`config.mk`:
```
export PLATFORM = sky130hd
export DESIGN_NAME = mfb_ctrl
export DESIGN_NICKNAME = d
export VERILOG_FILES = /design/src/hw/rtl/mfb_pkg.sv /design/src/hw/rtl/mfb_ctrl.sv
export SDC_FILE = /design/constraint.sdc
export NUM_CORES = 1
export LEC_CHECK = 0
export ABC_AREA = 1
export BUFFER_PORTS_ARGS = -buffer_cell sky130_fd_sc_hd__buf_2
export CAP_MARGIN = 20
export CORE_MARGIN = 8
export CORE_UTILIZATION = 35
export CTS_BUF_LIST = sky130_fd_sc_hd__clkbuf_16
export DETAILED_ROUTE_END_ITERATION = 10
export GPL_TIMING_DRIVEN = 0
export SYNTH_ARGS = -nofsm -noshare
export SYNTH_HDL_FRONTEND = slang
export SYNTH_SLANG_ARGS = --single-unit
```
`constraint.sdc`:
```
create_clock -name clk -period 2.85 [get_ports clk]
set_clock_uncertainty 0.1 [all_clocks]
set_input_delay 0.1425 -clock clk [delete_from_list [all_inputs] [get_ports clk]]
set_output_delay 0.1425 -clock clk [all_outputs]
set_load 0.01 [all_outputs]
```
`src/hw/rtl/mfb_pkg.sv`:
```
// ----------------------------------------------------------------------------
// mfb_pkg
// shared types and constants for the monochrome frame buffer core
// ----------------------------------------------------------------------------
package mfb_pkg;

  localparam int SCREEN_WIDTH_DEF  = 360;
  localparam int SCREEN_HEIGHT_DEF = 160;

  // signed width for mapped coordinates, covers widths up to 2047
  localparam int MAP_W    = 12;
  localparam int ORIENT_W = 2;

  // action codes
  localparam logic [1:0] ACT_DRAW  = 2'd0;
  localparam logic [1:0] ACT_READ  = 2'd1;
  localparam logic [1:0] ACT_FLUSH = 2'd2;

  // rotation codes
  localparam logic [ORIENT_W-1:0] ROT_0   = 2'd0;
  localparam logic [ORIENT_W-1:0] ROT_90  = 2'd1;
  localparam logic [ORIENT_W-1:0] ROT_180 = 2'd2;
  localparam logic [ORIENT_W-1:0] ROT_270 = 2'd3;

  typedef struct packed {
    logic [1:0] action;
    logic [8:0] pixel_x;
    logic [8:0] pixel_y;
    logic       pixel_color;
  } in_beat_t;

  typedef struct packed {
    logic       read_value;
    logic [7:0] out_byte;
    logic       group_last;
    logic       frame_done;
    logic       flush_idle;
  } out_beat_t;

  typedef enum logic [1:0] {
    OUT_READ,
    OUT_IDLE,
    OUT_BYTE
  } out_kind_t;

  typedef struct packed {
    logic      take_item;
    logic      do_map;
    logic      do_addr;
    logic      fl_addr;
    logic      mem_rd;
    logic      mem_wr_pix;
    logic      fl_take;
    logic      clr_step;
    logic      out_load;
    out_kind_t out_kind;
    logic      fl_advance;
  } dp_cmd_t;

  typedef struct packed {
    logic [1:0] action;
    logic       map_ok;
    logic       dirty;
    logic       clr_last;
    logic       out_free;
    logic       fetch_last;
    logic       beat_last;
  } dp_status_t;

endpackage

```
`src/hw/rtl/mfb_ctrl.sv`:
```
// ----------------------------------------------------------------------------
// mfb_ctrl
// sequencer for clearing, draw, read and flush operations
// ----------------------------------------------------------------------------
module mfb_ctrl (
  input  logic                 clk,
  input  logic                 rst_n,
  input  logic                 in_valid,
  output logic                 in_stall,
  input  mfb_pkg::dp_status_t  status,
  output mfb_pkg::dp_cmd_t     cmd
);
  import mfb_pkg::*;

  typedef enum logic [3:0] {
    S_CLEAR,
    S_IDLE,
    S_MAP,
    S_CHK,
    S_FETCH,
    S_MODIFY,
    S_RESP,
    S_FL_ADDR,
    S_FL_READ,
    S_FL_TAKE,
    S_FL_EMIT
  } state_t;

  state_t state_r, state_nxt;

  always_ff @(posedge clk) begin
    if (!rst_n) begin
      state_r <= S_CLEAR;
    end else begin
      state_r <= state_nxt;
    end
  end

  always_comb begin
    state_nxt    = state_r;
    cmd          = '0;
    cmd.out_kind = OUT_READ;
    unique case (state_r)
      S_CLEAR: begin
        cmd.clr_step = 1'b1;
        if (status.clr_last) state_nxt = S_IDLE;
      end
      S_IDLE: begin
        if (in_valid) begin
          cmd.take_item = 1'b1;
          state_nxt     = S_MAP;
        end
      end
      S_MAP: begin
        cmd.do_map = 1'b1;
        state_nxt  = S_CHK;
      end
      S_CHK: begin
        cmd.do_addr = 1'b1;
        unique case (status.action)
          ACT_DRAW:  state_nxt = status.map_ok ? S_FETCH : S_IDLE;
          ACT_READ:  state_nxt = status.map_ok ? S_FETCH : S_RESP;
          ACT_FLUSH: state_nxt = status.dirty ? S_FL_ADDR : S_RESP;
          default:   state_nxt = S_IDLE;
        endcase
      end
      S_FETCH: begin
        cmd.mem_rd = 1'b1;
        state_nxt  = (status.action == ACT_DRAW) ? S_MODIFY : S_RESP;
      end
      S_MODIFY: begin
        cmd.mem_wr_pix = 1'b1;
        state_nxt      = S_IDLE;
      end
      S_RESP: begin
        cmd.out_kind = (status.action == ACT_FLUSH) ? OUT_IDLE : OUT_READ;
        if (status.out_free) begin
          cmd.out_load = 1'b1;
          state_nxt    = S_IDLE;
        end
      end
      S_FL_ADDR: begin
        cmd.fl_addr = 1'b1;
        state_nxt   = S_FL_READ;
      end
      S_FL_READ: begin
        cmd.mem_rd = 1'b1;
        state_nxt  = S_FL_TAKE;
      end
      S_FL_TAKE: begin
        cmd.fl_take = 1'b1;
        state_nxt   = status.fetch_last ? S_FL_EMIT : S_FL_READ;
      end
      S_FL_EMIT: begin
        cmd.out_kind = OUT_BYTE;
        if (status.out_free) begin
          cmd.out_load = 1'b1;
          if (status.beat_last) begin
            cmd.fl_advance = 1'b1;
            state_nxt      = S_IDLE;
          end
        end
      end
      default: state_nxt = S_IDLE;
    endcase
  end

  assign in_stall = (state_r != S_IDLE);

endmodule

```
==> results of run 1 <==
## layout make-up
class	count	share of cell area [%]
inverter	20	10.8
timing repair buffer	23	16.6
sequential	4	11.6
multi-input combinational	67	47.4
clock buffer	3	10.8
tap	15	2.71
## critical path, stage by stage (launching register included)
cell                      delay [ps]
sky130_fd_sc_hd__dfxtp_1         370
sky130_fd_sc_hd__inv_2            70
sky130_fd_sc_hd__nor2_2          190
sky130_fd_sc_hd__inv_2            70
sky130_fd_sc_hd__nor2_1          140
sky130_fd_sc_hd__inv_2            50
sky130_fd_sc_hd__a21oi_1         110
sky130_fd_sc_hd__buf_2           140
## metal layers
metal  GRT usage, %  vias up  wire [um]
met5              0        -          0
met4           2.52        0          0
met3           4.76        0        164
met2           18.6       25        681
met1           13.1      262        563
li1               -      334          -
## per-stage QoR
step,instances,total power [mW],utilization (%)
after floorplan,91,0.135,-
after global placement,129,0.166,47.4
after detailed placement,129,0.167,47.4
after CTS,132,0.389,53.2
after global routing,132,0.412,53.2
final,132,0.385,53.2
## kinds of logic after synthesis
family          Yosys count  synth area share, %
simple gates             54                 47.4
buf+inv                  20                 15.5
compound gates            9                 10.1
fa+ha+maj                 4                 10.4
flops                     4                 16.6
## power by group through the flow
| stage | Clock (mW) | Sequential [mW] | Combinational (mW) |
|---|---|---|---|
| after floorplan | 0 | 0.0684 | 0.0671 |
| after global placement | 0 | 0.0706 | 0.0955 |
| after detailed placement | 0 | 0.0706 | 0.0963 |
| after CTS | 0.223 | 0.0697 | 0.0969 |
| after global routing | 0.231 | 0.0706 | 0.111 |
| final | 0.219 | 0.0700 | 0.0961 |
## Yosys cell counts, drive strengths merged
library cell  instances  area [um^2]
a21oi                 7         35.0
a31oi                 1         6.26
dfxtp                 4         80.1
ha                    4         50.1
inv                  20         75.1
nand2                22         82.6
nand3                 8         40.0
nand3b                1         7.51
nand4                 1         6.26
nor2                 22         92.6
o21bai                1         7.51
## cells in the final DEF, fill, tap and decap left out, drive strengths merged
| cell | n |
|---|---|
| clkbuf | 3 |
| buf | 23 |
| o21bai | 1 |
| nand2 | 22 |
| nand3b | 1 |
| inv | 20 |
| nand3 | 8 |
| dfxtp | 4 |
| ha | 4 |
| a21oi | 7 |
| a31oi | 1 |
| nand4 | 1 |
| nor2 | 22 |
## final timing paths
path	startpoint	to	slack (ps)
worst max-delay path	state_r[3]$_SDFFE_PN0P_	cmd[3]	1250
worst min-delay path	rst_n	state_r[2]$_SDFFE_PN0P_	80
worst max register to register	state_r[0]$_SDFFE_PN0P_	state_r[1]$_SDFFE_PN0P_	1550
worst min register to register	state_r[1]$_SDFFE_PN0P_	state_r[3]$_SDFFE_PN0P_	580
==> impl_metrics.py, run 1 <==
metrics = {
    "placement": {
        "place_area_um2": 617,
        "dp_hpwl_um": 1160,
        "routabilityCongestion": 0.823,
        "place.port_buffers": 23,
        "dpl_worst_slack_ps": 1490,
    },
    "clock_tree": {
        "cts_htree_levels": 1,
        "cts_repair_resize_count": 0,
        "cts.sink_count": 4,
        "clkTransAtPathRegs_ps": 30,
        "cts.hold.buffers_added": 0,
        "tritoncts": "built",
        "inserted_clock_buffers": 3,
        "clockRootBuffer": "sky130_fd_sc_hd__clkbuf_16",
        "postCtsSetupBuffers": 0,
        "clk_path_buf_depth": 2,
        "worstSkewPairLatency_ps": 220,
    },
    "floorplan": {
        "die-height_um": 53.1,
        "die_x_extent_um": 53.1,
        "initial_core_util_pct": 37.1,
        "fp-row-count": 13,
        "io_pins": 24,
        "design.die.area_um2": 2820,
        "core_region_area_um2": 1300,
    },
    "power_and_ir_drop": {
        "power.share.combinational_pct": 25.0,
        "power.density_cell_area_nw_per_um2": 556,
        "clock_power_share_pct": 56.9,
        "ir_drop_mv": 0.396,
        "internal_power_mw": 0.278,
        "switchingPower_mw": 0.107,
        "seq_power_share_pct": 18.2,
        "leakagePower_nw": 0.408,
        "power.switching_fraction_pct": 27.8,
    },
    "final_layout": {
        "registers.top_by_ff_count": "state_r",
        "net_total_in_the_final_layout": 134,
        "multiInputGateArea_um2": 328,
        "reg.largest.list": "state_r: 4 flops",
        "final_area_um2": 692,
        "num-fill-cells": 159,
        "n_antenna_cell": 0,
        "largest_register_ff_count": 4,
        "seqCellArea_um2": 80.1,
        "syn_to_final_growth_pct": 43.3,
        "drive_gt1_share_pct": 31.6,
    },
    "yosys": {
        "syn-num-nets": 106,
        "ys_seq_area_share_pct": 16.6,
        "ys_seq_elements": 4,
        "synth_cell_types": 13,
        "number_of_standard_cells_after_synthesis": 91,
        "synth_area_per_cell_um2": 5.31,
        "synth-warning-count": 0,
        "synthesized_area_um2": 483,
    },
    "timing": {
        "final_max_slew_viol_count": 0,
        "final-hold-violation-count": 0,
        "postLayoutSetupSlackWorst_ps": 1250,
        "period_minus_slack_ps": 1600,
        "report.final.setup_viol": 0,
        "final_min_period_over_clock_period_pct": 56.1,
        "hold-worst-slack_ps": 80.7,
        "rsz0062_at_grt": "false",
        "tightest_slew_ps": 279,
        "fmax_achieved_mhz": 626,
        "max-slew-margin-rel_pct": 81.3,
        "setup-tns-final_ps": 0,
    },
    "drt": {
        "routed_wire_length_per_instance_um": 10.7,
        "detail_route.iter0.violations": 19,
        "remaining_drc_errors": 0,
        "drt-total-wl_um": 1410,
        "via_cell_ratio": 4.70,
        "drt-pass1-iter-count": 5,
        "vias": 621,
        "detail-route-antenna-nets": 0,
    },
    "min_path": {
        "hold_path.class": "in -> reg",
        "count_of_cells_along_the_worst_hold_path": 3,
    },
    "worst_setup_path": {
        "critical_path_class": "reg -> out",
        "worstPathArrival_ps": 1360,
        "worst_setup_sp_type": "register",
        "crit_path_required_time_ps": 2610,
        "endpoint_kind": "output pin",
        "highest_fanout_seen_on_the_critical_path": 5,
        "r2r.worst_path.cells": 8,
    },
    "grt": {
        "grt_antenna_before_repair": 0,
        "first_global_vias": 584,
        "grt.overflow.total": 0,
        "grt_first_pass_wirelength_um": 2450,
        "grt_max_degree": 6,
        "grt_use_total_pct": 11.2,
    },
    "run_status": {
        "outcome": "finished clean",
    },
    "run": {
        "timing.max_cap.violations": 0,
    },
}
(Power assumes the default switching activity.)
==> inputs of run 2 (changes only) <==
- clock period: 2.85 -> 1.6 ns (I/O delays scaled with it)
==> run 2 against run 1 <==
Largest power group unchanged. Hold slack lost 67 ps. Highest routed layer unchanged. Critical path type unchanged. Clock power grew 78%. Die area is the same. Final area grew 0.72%.
==> impl_metrics.py, run 2 (synthesized netlist as in run 1, its figures left out) <==
metrics = {
    "drt": {
        "remaining_drc_errors": 0,
        "detail-route-antenna-nets": 0,
        "detail_route.iter0.violations": 23,
        "drt-total-wl_um": 1400,
        "vias": 622,
        "via_cell_ratio": 4.71,
        "routed_wire_length_per_instance_um": 10.6,
        "drt-pass1-iter-count": 5,
    },
    "final_layout": {
        "largest_register_ff_count": 4,
        "finalCoreUtilization_pct": 53.6,
        "registers.top_by_ff_count": "state_r",
        "n_antenna_cell": 0,
        "final_area_um2": 697,
        "net_total_in_the_final_layout": 134,
        "instances_no_fill": 132,
        "most_common_cell_after_layout_fill_and_taps_aside": "sky130_fd_sc_hd__buf_2",
        "seqCellArea_um2": 80.1,
        "drive_gt1_share_pct": 31.6,
        "layout_common_cells": "sky130_fd_sc_hd__buf_2, sky130_fd_sc_hd__nand2_1, sky130_fd_sc_hd__nor2_1",
        "syn_to_final_growth_pct": 44.3,
        "reg.largest.list": "state_r: 4 flops",
        "multiInputGateArea_um2": 333,
        "num-fill-cells": 157,
    },
    "clock_tree": {
        "inserted_clock_buffers": 3,
        "cts.sink_count": 4,
        "clkTransAtPathRegs_ps": 30,
        "clockRootBuffer": "sky130_fd_sc_hd__clkbuf_16",
        "tritoncts": "built",
        "worstSkewPairLatency_ps": 220,
        "cts_htree_levels": 1,
        "clk_path_buf_depth": 2,
        "cts.hold.buffers_added": 0,
    },
    "timing": {
        "max-slew-margin-rel_pct": 81.8,
        "final_max_slew_viol_count": 0,
        "report.final.setup_viol": 0,
        "fmax_achieved_mhz": 678,
        "period_minus_slack_ps": 1470,
        "rsz0062_at_grt": "false",
        "final_min_period_over_clock_period_pct": 92.2,
        "setup-tns-final_ps": 0,
        "tightest_slew_ps": 272,
        "final-hold-violation-count": 0,
    },
    "worst_setup_path": {
        "crit_path_required_time_ps": 1420,
        "worstPathCellList": "inv_2 -> nor2_4 -> inv_2 -> nor2_1 -> inv_2 -> a21oi_1 -> buf_2",
        "worstPathArrival_ps": 1290,
        "highest_fanout_seen_on_the_critical_path": 5,
        "slowest_stage_delay_cp_ps": 370,
        "worst_setup_sp_type": "register",
        "critical_path_class": "reg -> out",
        "cp_slowest_cell": "sky130_fd_sc_hd__dfxtp_1",
        "endpoint_kind": "output pin",
        "worst_path_most_repeated_cell": "sky130_fd_sc_hd__inv_2",
    },
    "power_and_ir_drop": {
        "ir_drop_mv": 0.704,
        "leakagePower_nw": 0.408,
        "power.density_cell_area_nw_per_um2": 983,
    },
    "placement": {
        "dp_hpwl_um": 1160,
        "place_area_um2": 617,
        "routabilityCongestion": 0.823,
        "place.port_buffers": 23,
        "placedCellCount": 129,
    },
    "min_path": {
        "hold_path.class": "in -> reg",
    },
    "run_status": {
        "outcome": "finished clean",
    },
    "floorplan": {
        "initial_core_util_pct": 37.1,
        "io_pins": 24,
        "design.die.area_um2": 2820,
        "fp-row-count": 13,
        "core_region_area_um2": 1300,
        "die-height_um": 53.1,
        "die_x_extent_um": 53.1,
    },
    "grt": {
        "grt_use_total_pct": 11.2,
        "first_global_vias": 584,
        "grt.overflow.total": 0,
        "grt_antenna_before_repair": 0,
        "grt_first_pass_wirelength_um": 2450,
        "grt_max_degree": 6,
    },
    "run": {
        "timing.max_cap.violations": 0,
    },
}
[run 2: report_power, final]
part           switching (mW)  total, mW  internal [mW]
Clock                  0.0705      0.390          0.319
Combinational           0.105      0.171         0.0659
Sequential             0.0151      0.125          0.110
[run 2: path summary, 6_finish.rpt]
| path | start | end | slack, ps | depth (start not counted) |
|---|---|---|---|---|
| max | state_r[3]$_SDFFE_PN0P_ | cmd[3] | 130 | 7 |
| min | rst_n | state_r[2]$_SDFFE_PN0P_ | 10 | 3 |
| max reg2reg | state_r[2]$_SDFFE_PN0P_ | state_r[0]$_SDFFE_PN0P_ | 260 | 8 |
| min reg2reg | state_r[1]$_SDFFE_PN0P_ | state_r[3]$_SDFFE_PN0P_ | 580 | 3 |
[run 2: final cells by class]
type                            instances  share of cell area (%)
Multi-Input combinational cell         67                    47.8
Timing Repair Buffer                   23                    16.5
Sequential cell                         4                    11.5
Clock buffer                            3                    10.8
Inverter                               20                    10.8
Tap cell                               15                    2.69
[run 2: through the flow]
| stage | total power [mW] | setup WS, ps | hold WS, ps |
|---|---|---|---|
| finish | 0.685 | 125 | 14.1 |
| detailed placement | 0.297 | 304 | 207 |
| floorplan | 0.241 | 324 | 77.6 |
| CTS | 0.694 | 61.8 | 13.8 |
| global route | 0.734 | 2.23 | 19.8 |
| global placement | 0.296 | 307 | 202 |
[run 2: per-layer routing]
metal	GRT usage [%]	vias to the layer above	part of all wire, %
met5	0	-	0
li1	-	333	-
met4	2.52	0	0
met3	4.76	0	10
met1	13.1	268	41
met2	18.6	21	48
[run 2: worst max-delay path, delay by kind of cell, from the launching register on]
kind                   cells  cell delay, ps
AOI/OAI and AO/OA          1             110
buffers and inverters      4             330
DFF                        1             370
and+or+nand+nor            2             270
[run 2: repair_timing]
| action | in CTS | in global routing |
|---|---|---|
| gates resized for setup | 0 | 1 |
| buffers inserted | 0 | 0 |
| setup endpoints to repair | 0 | 1 |
==> inputs of run 3 (changes only) <==
- CORE_AREA: unset -> 8 8 45 47
- CORE_MARGIN: 8 -> unset
- CORE_UTILIZATION: 35 -> unset
- DIE_AREA: unset -> 0 0 53 55
- PLACE_DENSITY: unset -> 0.66
==> run 3 against run 2 <==
Sequential cell count unchanged. Critical path type unchanged. Die area is 3.2% higher. Via count decreased by 2.1%. Final cell count up 1.5%. Clock power is 2% lower. Final area increased by 1.6%. Largest power group unchanged. Sequential power barely moved. Non-clock buffer count up 1.
==> impl_metrics.py, run 3 (synthesized netlist as in run 1, its figures left out) <==
metrics = {
    "run_status": {
        "outcome": "finished clean",
    },
    "worst_setup_path": {
        "r2r_start": "state_r[1]$_SDFFE_PN0P_",
        "crit_path_required_time_ps": 1420,
        "worst-path-buf-inv": 4,
        "worst-r2r-setup-slack_ps": 280,
        "critical_path_class": "reg -> out",
        "worstSetupPathDepth": 7,
        "highest_fanout_seen_on_the_critical_path": 5,
        "critPathCapture": "cmd[3]",
        "r2r.worst_path.cells": 8,
        "slowest_stage_delay_cp_ps": 350,
        "worstPathArrival_ps": 1270,
        "terminus_of_the_critical_flop_to_flop_path": "state_r[0]$_SDFFE_PN0P_",
        "crit_path_start": "state_r[3]$_SDFFE_PN0P_",
        "top_family_by_delay_on_critical_path": "flip-flops",
        "cp_slowest_cell": "sky130_fd_sc_hd__dfxtp_1",
        "worst_setup_sp_type": "register",
        "endpoint_kind": "output pin",
        "worstPathCellList": "inv_2 -> nor2_4 -> inv_2 -> nor2_1 -> inv_2 -> a21oi_1 -> buf_2",
        "worst_path_most_repeated_cell": "sky130_fd_sc_hd__inv_2",
    },
    "drt": {
        "detail-route-antenna-nets": 0,
        "routed_wire_length_per_instance_um": 9.98,
        "drt-total-wl_um": 1340,
        "remaining_drc_errors": 0,
        "drt-pass1-iter-count": 4,
        "vias": 609,
        "detail_route.iter0.violations": 20,
        "via_cell_ratio": 4.54,
    },
    "final_layout": {
        "most_common_cell_after_layout_fill_and_taps_aside": "sky130_fd_sc_hd__buf_2",
        "registers.top_by_ff_count": "state_r",
        "net_total_in_the_final_layout": 135,
        "final_area_um2": 708,
        "largest_register_ff_count": 4,
        "layout_common_cells": "sky130_fd_sc_hd__buf_2, sky130_fd_sc_hd__nand2_1, sky130_fd_sc_hd__nor2_1",
        "reg.largest.list": "state_r: 4 flops",
        "drive_gt1_share_pct": 31.4,
        "instances_no_fill": 134,
        "syn_to_final_growth_pct": 46.6,
        "n_antenna_cell": 0,
    },
    "timing": {
        "final-hold-violation-count": 0,
        "period_minus_slack_ps": 1450,
        "fmax_achieved_mhz": 690,
        "max-slew-margin-rel_pct": 81.8,
        "report.final.setup_viol": 0,
        "final_min_period_over_clock_period_pct": 90.6,
        "final_max_slew_viol_count": 0,
        "setup-tns-final_ps": 0,
        "rsz0062_at_grt": "false",
        "tightest_slew_ps": 272,
        "hold-worst-slack_ps": 150,
    },
    "clock_tree": {
        "inserted_clock_buffers": 3,
        "cts.sink_count": 4,
        "cts_htree_levels": 1,
        "clk_path_buf_depth": 2,
        "clkTransAtPathRegs_ps": 30,
        "clockRootBuffer": "sky130_fd_sc_hd__clkbuf_16",
        "worstSkewPairLatency_ps": 220,
        "tritoncts": "built",
    },
    "grt": {
        "grt_max_degree": 6,
        "grt_first_pass_wirelength_um": 2180,
        "grt_antenna_before_repair": 0,
        "first_global_vias": 570,
        "grt.overflow.total": 0,
        "grt_use_total_pct": 9.51,
    },
    "placement": {
        "place.port_buffers": 23,
        "dp_hpwl_um": 1160,
        "routabilityCongestion": 0.885,
        "placedCellCount": 130,
        "place_area_um2": 618,
    },
    "min_path": {
        "hold_path.class": "in -> reg",
    },
    "floorplan": {
        "design.die.area_um2": 2920,
        "fp-row-count": 14,
        "core_region_area_um2": 1380,
        "die-height_um": 55,
        "initial_core_util_pct": 34.9,
        "die_x_extent_um": 53,
        "io_pins": 24,
    },
    "power_and_ir_drop": {
        "power.share.combinational_pct": 25.6,
        "power.switching_fraction_pct": 27.3,
        "internal_power_mw": 0.496,
        "leakagePower_nw": 0.413,
        "power.density_cell_area_nw_per_um2": 964,
        "clock_power_share_pct": 56.2,
        "seq_power_share_pct": 18.1,
        "ir_drop_mv": 0.488,
        "switchingPower_mw": 0.187,
    },
    "run": {
        "timing.max_cap.violations": 0,
    },
}
==> run 3: what timing repair did <==
item                                    in CTS  in global routing
hold endpoints to repair                     1                  0
endpoints found under the setup margin       0                  2
hold buffers                                 1                  0
gates resized for setup                      0                  1
setup buffers                                0                  0
==> run 3: area by class of cell <==
class	count	area, um^2
flip-flops and latches	4	80.1
multi-input cells	67	333
clock buffers	3	75.1
fillers	148	676
well taps	16	20.0
repair buffers	24	125
inverters	20	75.1
==> run 3: worst min path at each step <==
stage,start,to,slack (ps),cells after the start
floorplan,rst_n,state_r[2]$_SDFFE_PN0P_,80,2
global placement,rst_n,state_r[2]$_SDFFE_PN0P_,200,3
detailed placement,rst_n,state_r[2]$_SDFFE_PN0P_,200,3
CTS,status[0],state_r[3]$_SDFFE_PN0P_,150,4
global route,status[0],state_r[3]$_SDFFE_PN0P_,210,4
finish,status[0],state_r[3]$_SDFFE_PN0P_,150,4
==> run 3: routing by layer <==
metal / up-vias / GRT usage (%) / part of all wire [%]
li1: 330 / - / -
met1: 263 / 9.27 / 38
met2: 16 / 19.5 / 54
met4: 0 / 2.59 / 0
met3: 0 / 1.87 / 7.6
met5: - / 0 / 0
==> run 3: through the flow <==
step | worst slack, ps | power, mW | utilization (%)
5_1_grt | 35.3 | 0.722 | 51.2
6_report | 150 | 0.683 | 51.2
3_5_place_dp | 304 | 0.298 | 44.7
4_1_cts | 87.0 | 0.686 | 50.8
3_3_place_gp | 287 | 0.296 | 44.7
2_1_floorplan | 324 | 0.241 | -
==> run 3: worst register-to-register path, stage by stage, from the launching register on <==
cell and delay [ps]:
sky130_fd_sc_hd__dfxtp_1 350, sky130_fd_sc_hd__nor2_2 240, sky130_fd_sc_hd__inv_2 80, sky130_fd_sc_hd__nor2_2 140, sky130_fd_sc_hd__nor2_1 60, sky130_fd_sc_hd__nand2_1 60
sky130_fd_sc_hd__nand2_1 50, sky130_fd_sc_hd__nor2_1 100, sky130_fd_sc_hd__nor2_1 40
==> run 3: power by group through the flow <==
stage | Sequential, mW | Combinational, mW | Clock, mW
4_1_cts | 0.124 | 0.177 | 0.386
5_1_grt | 0.125 | 0.198 | 0.400
3_5_place_dp | 0.124 | 0.174 | 0
2_1_floorplan | 0.122 | 0.120 | 0
6_report | 0.124 | 0.175 | 0.384
3_3_place_gp | 0.124 | 0.172 | 0
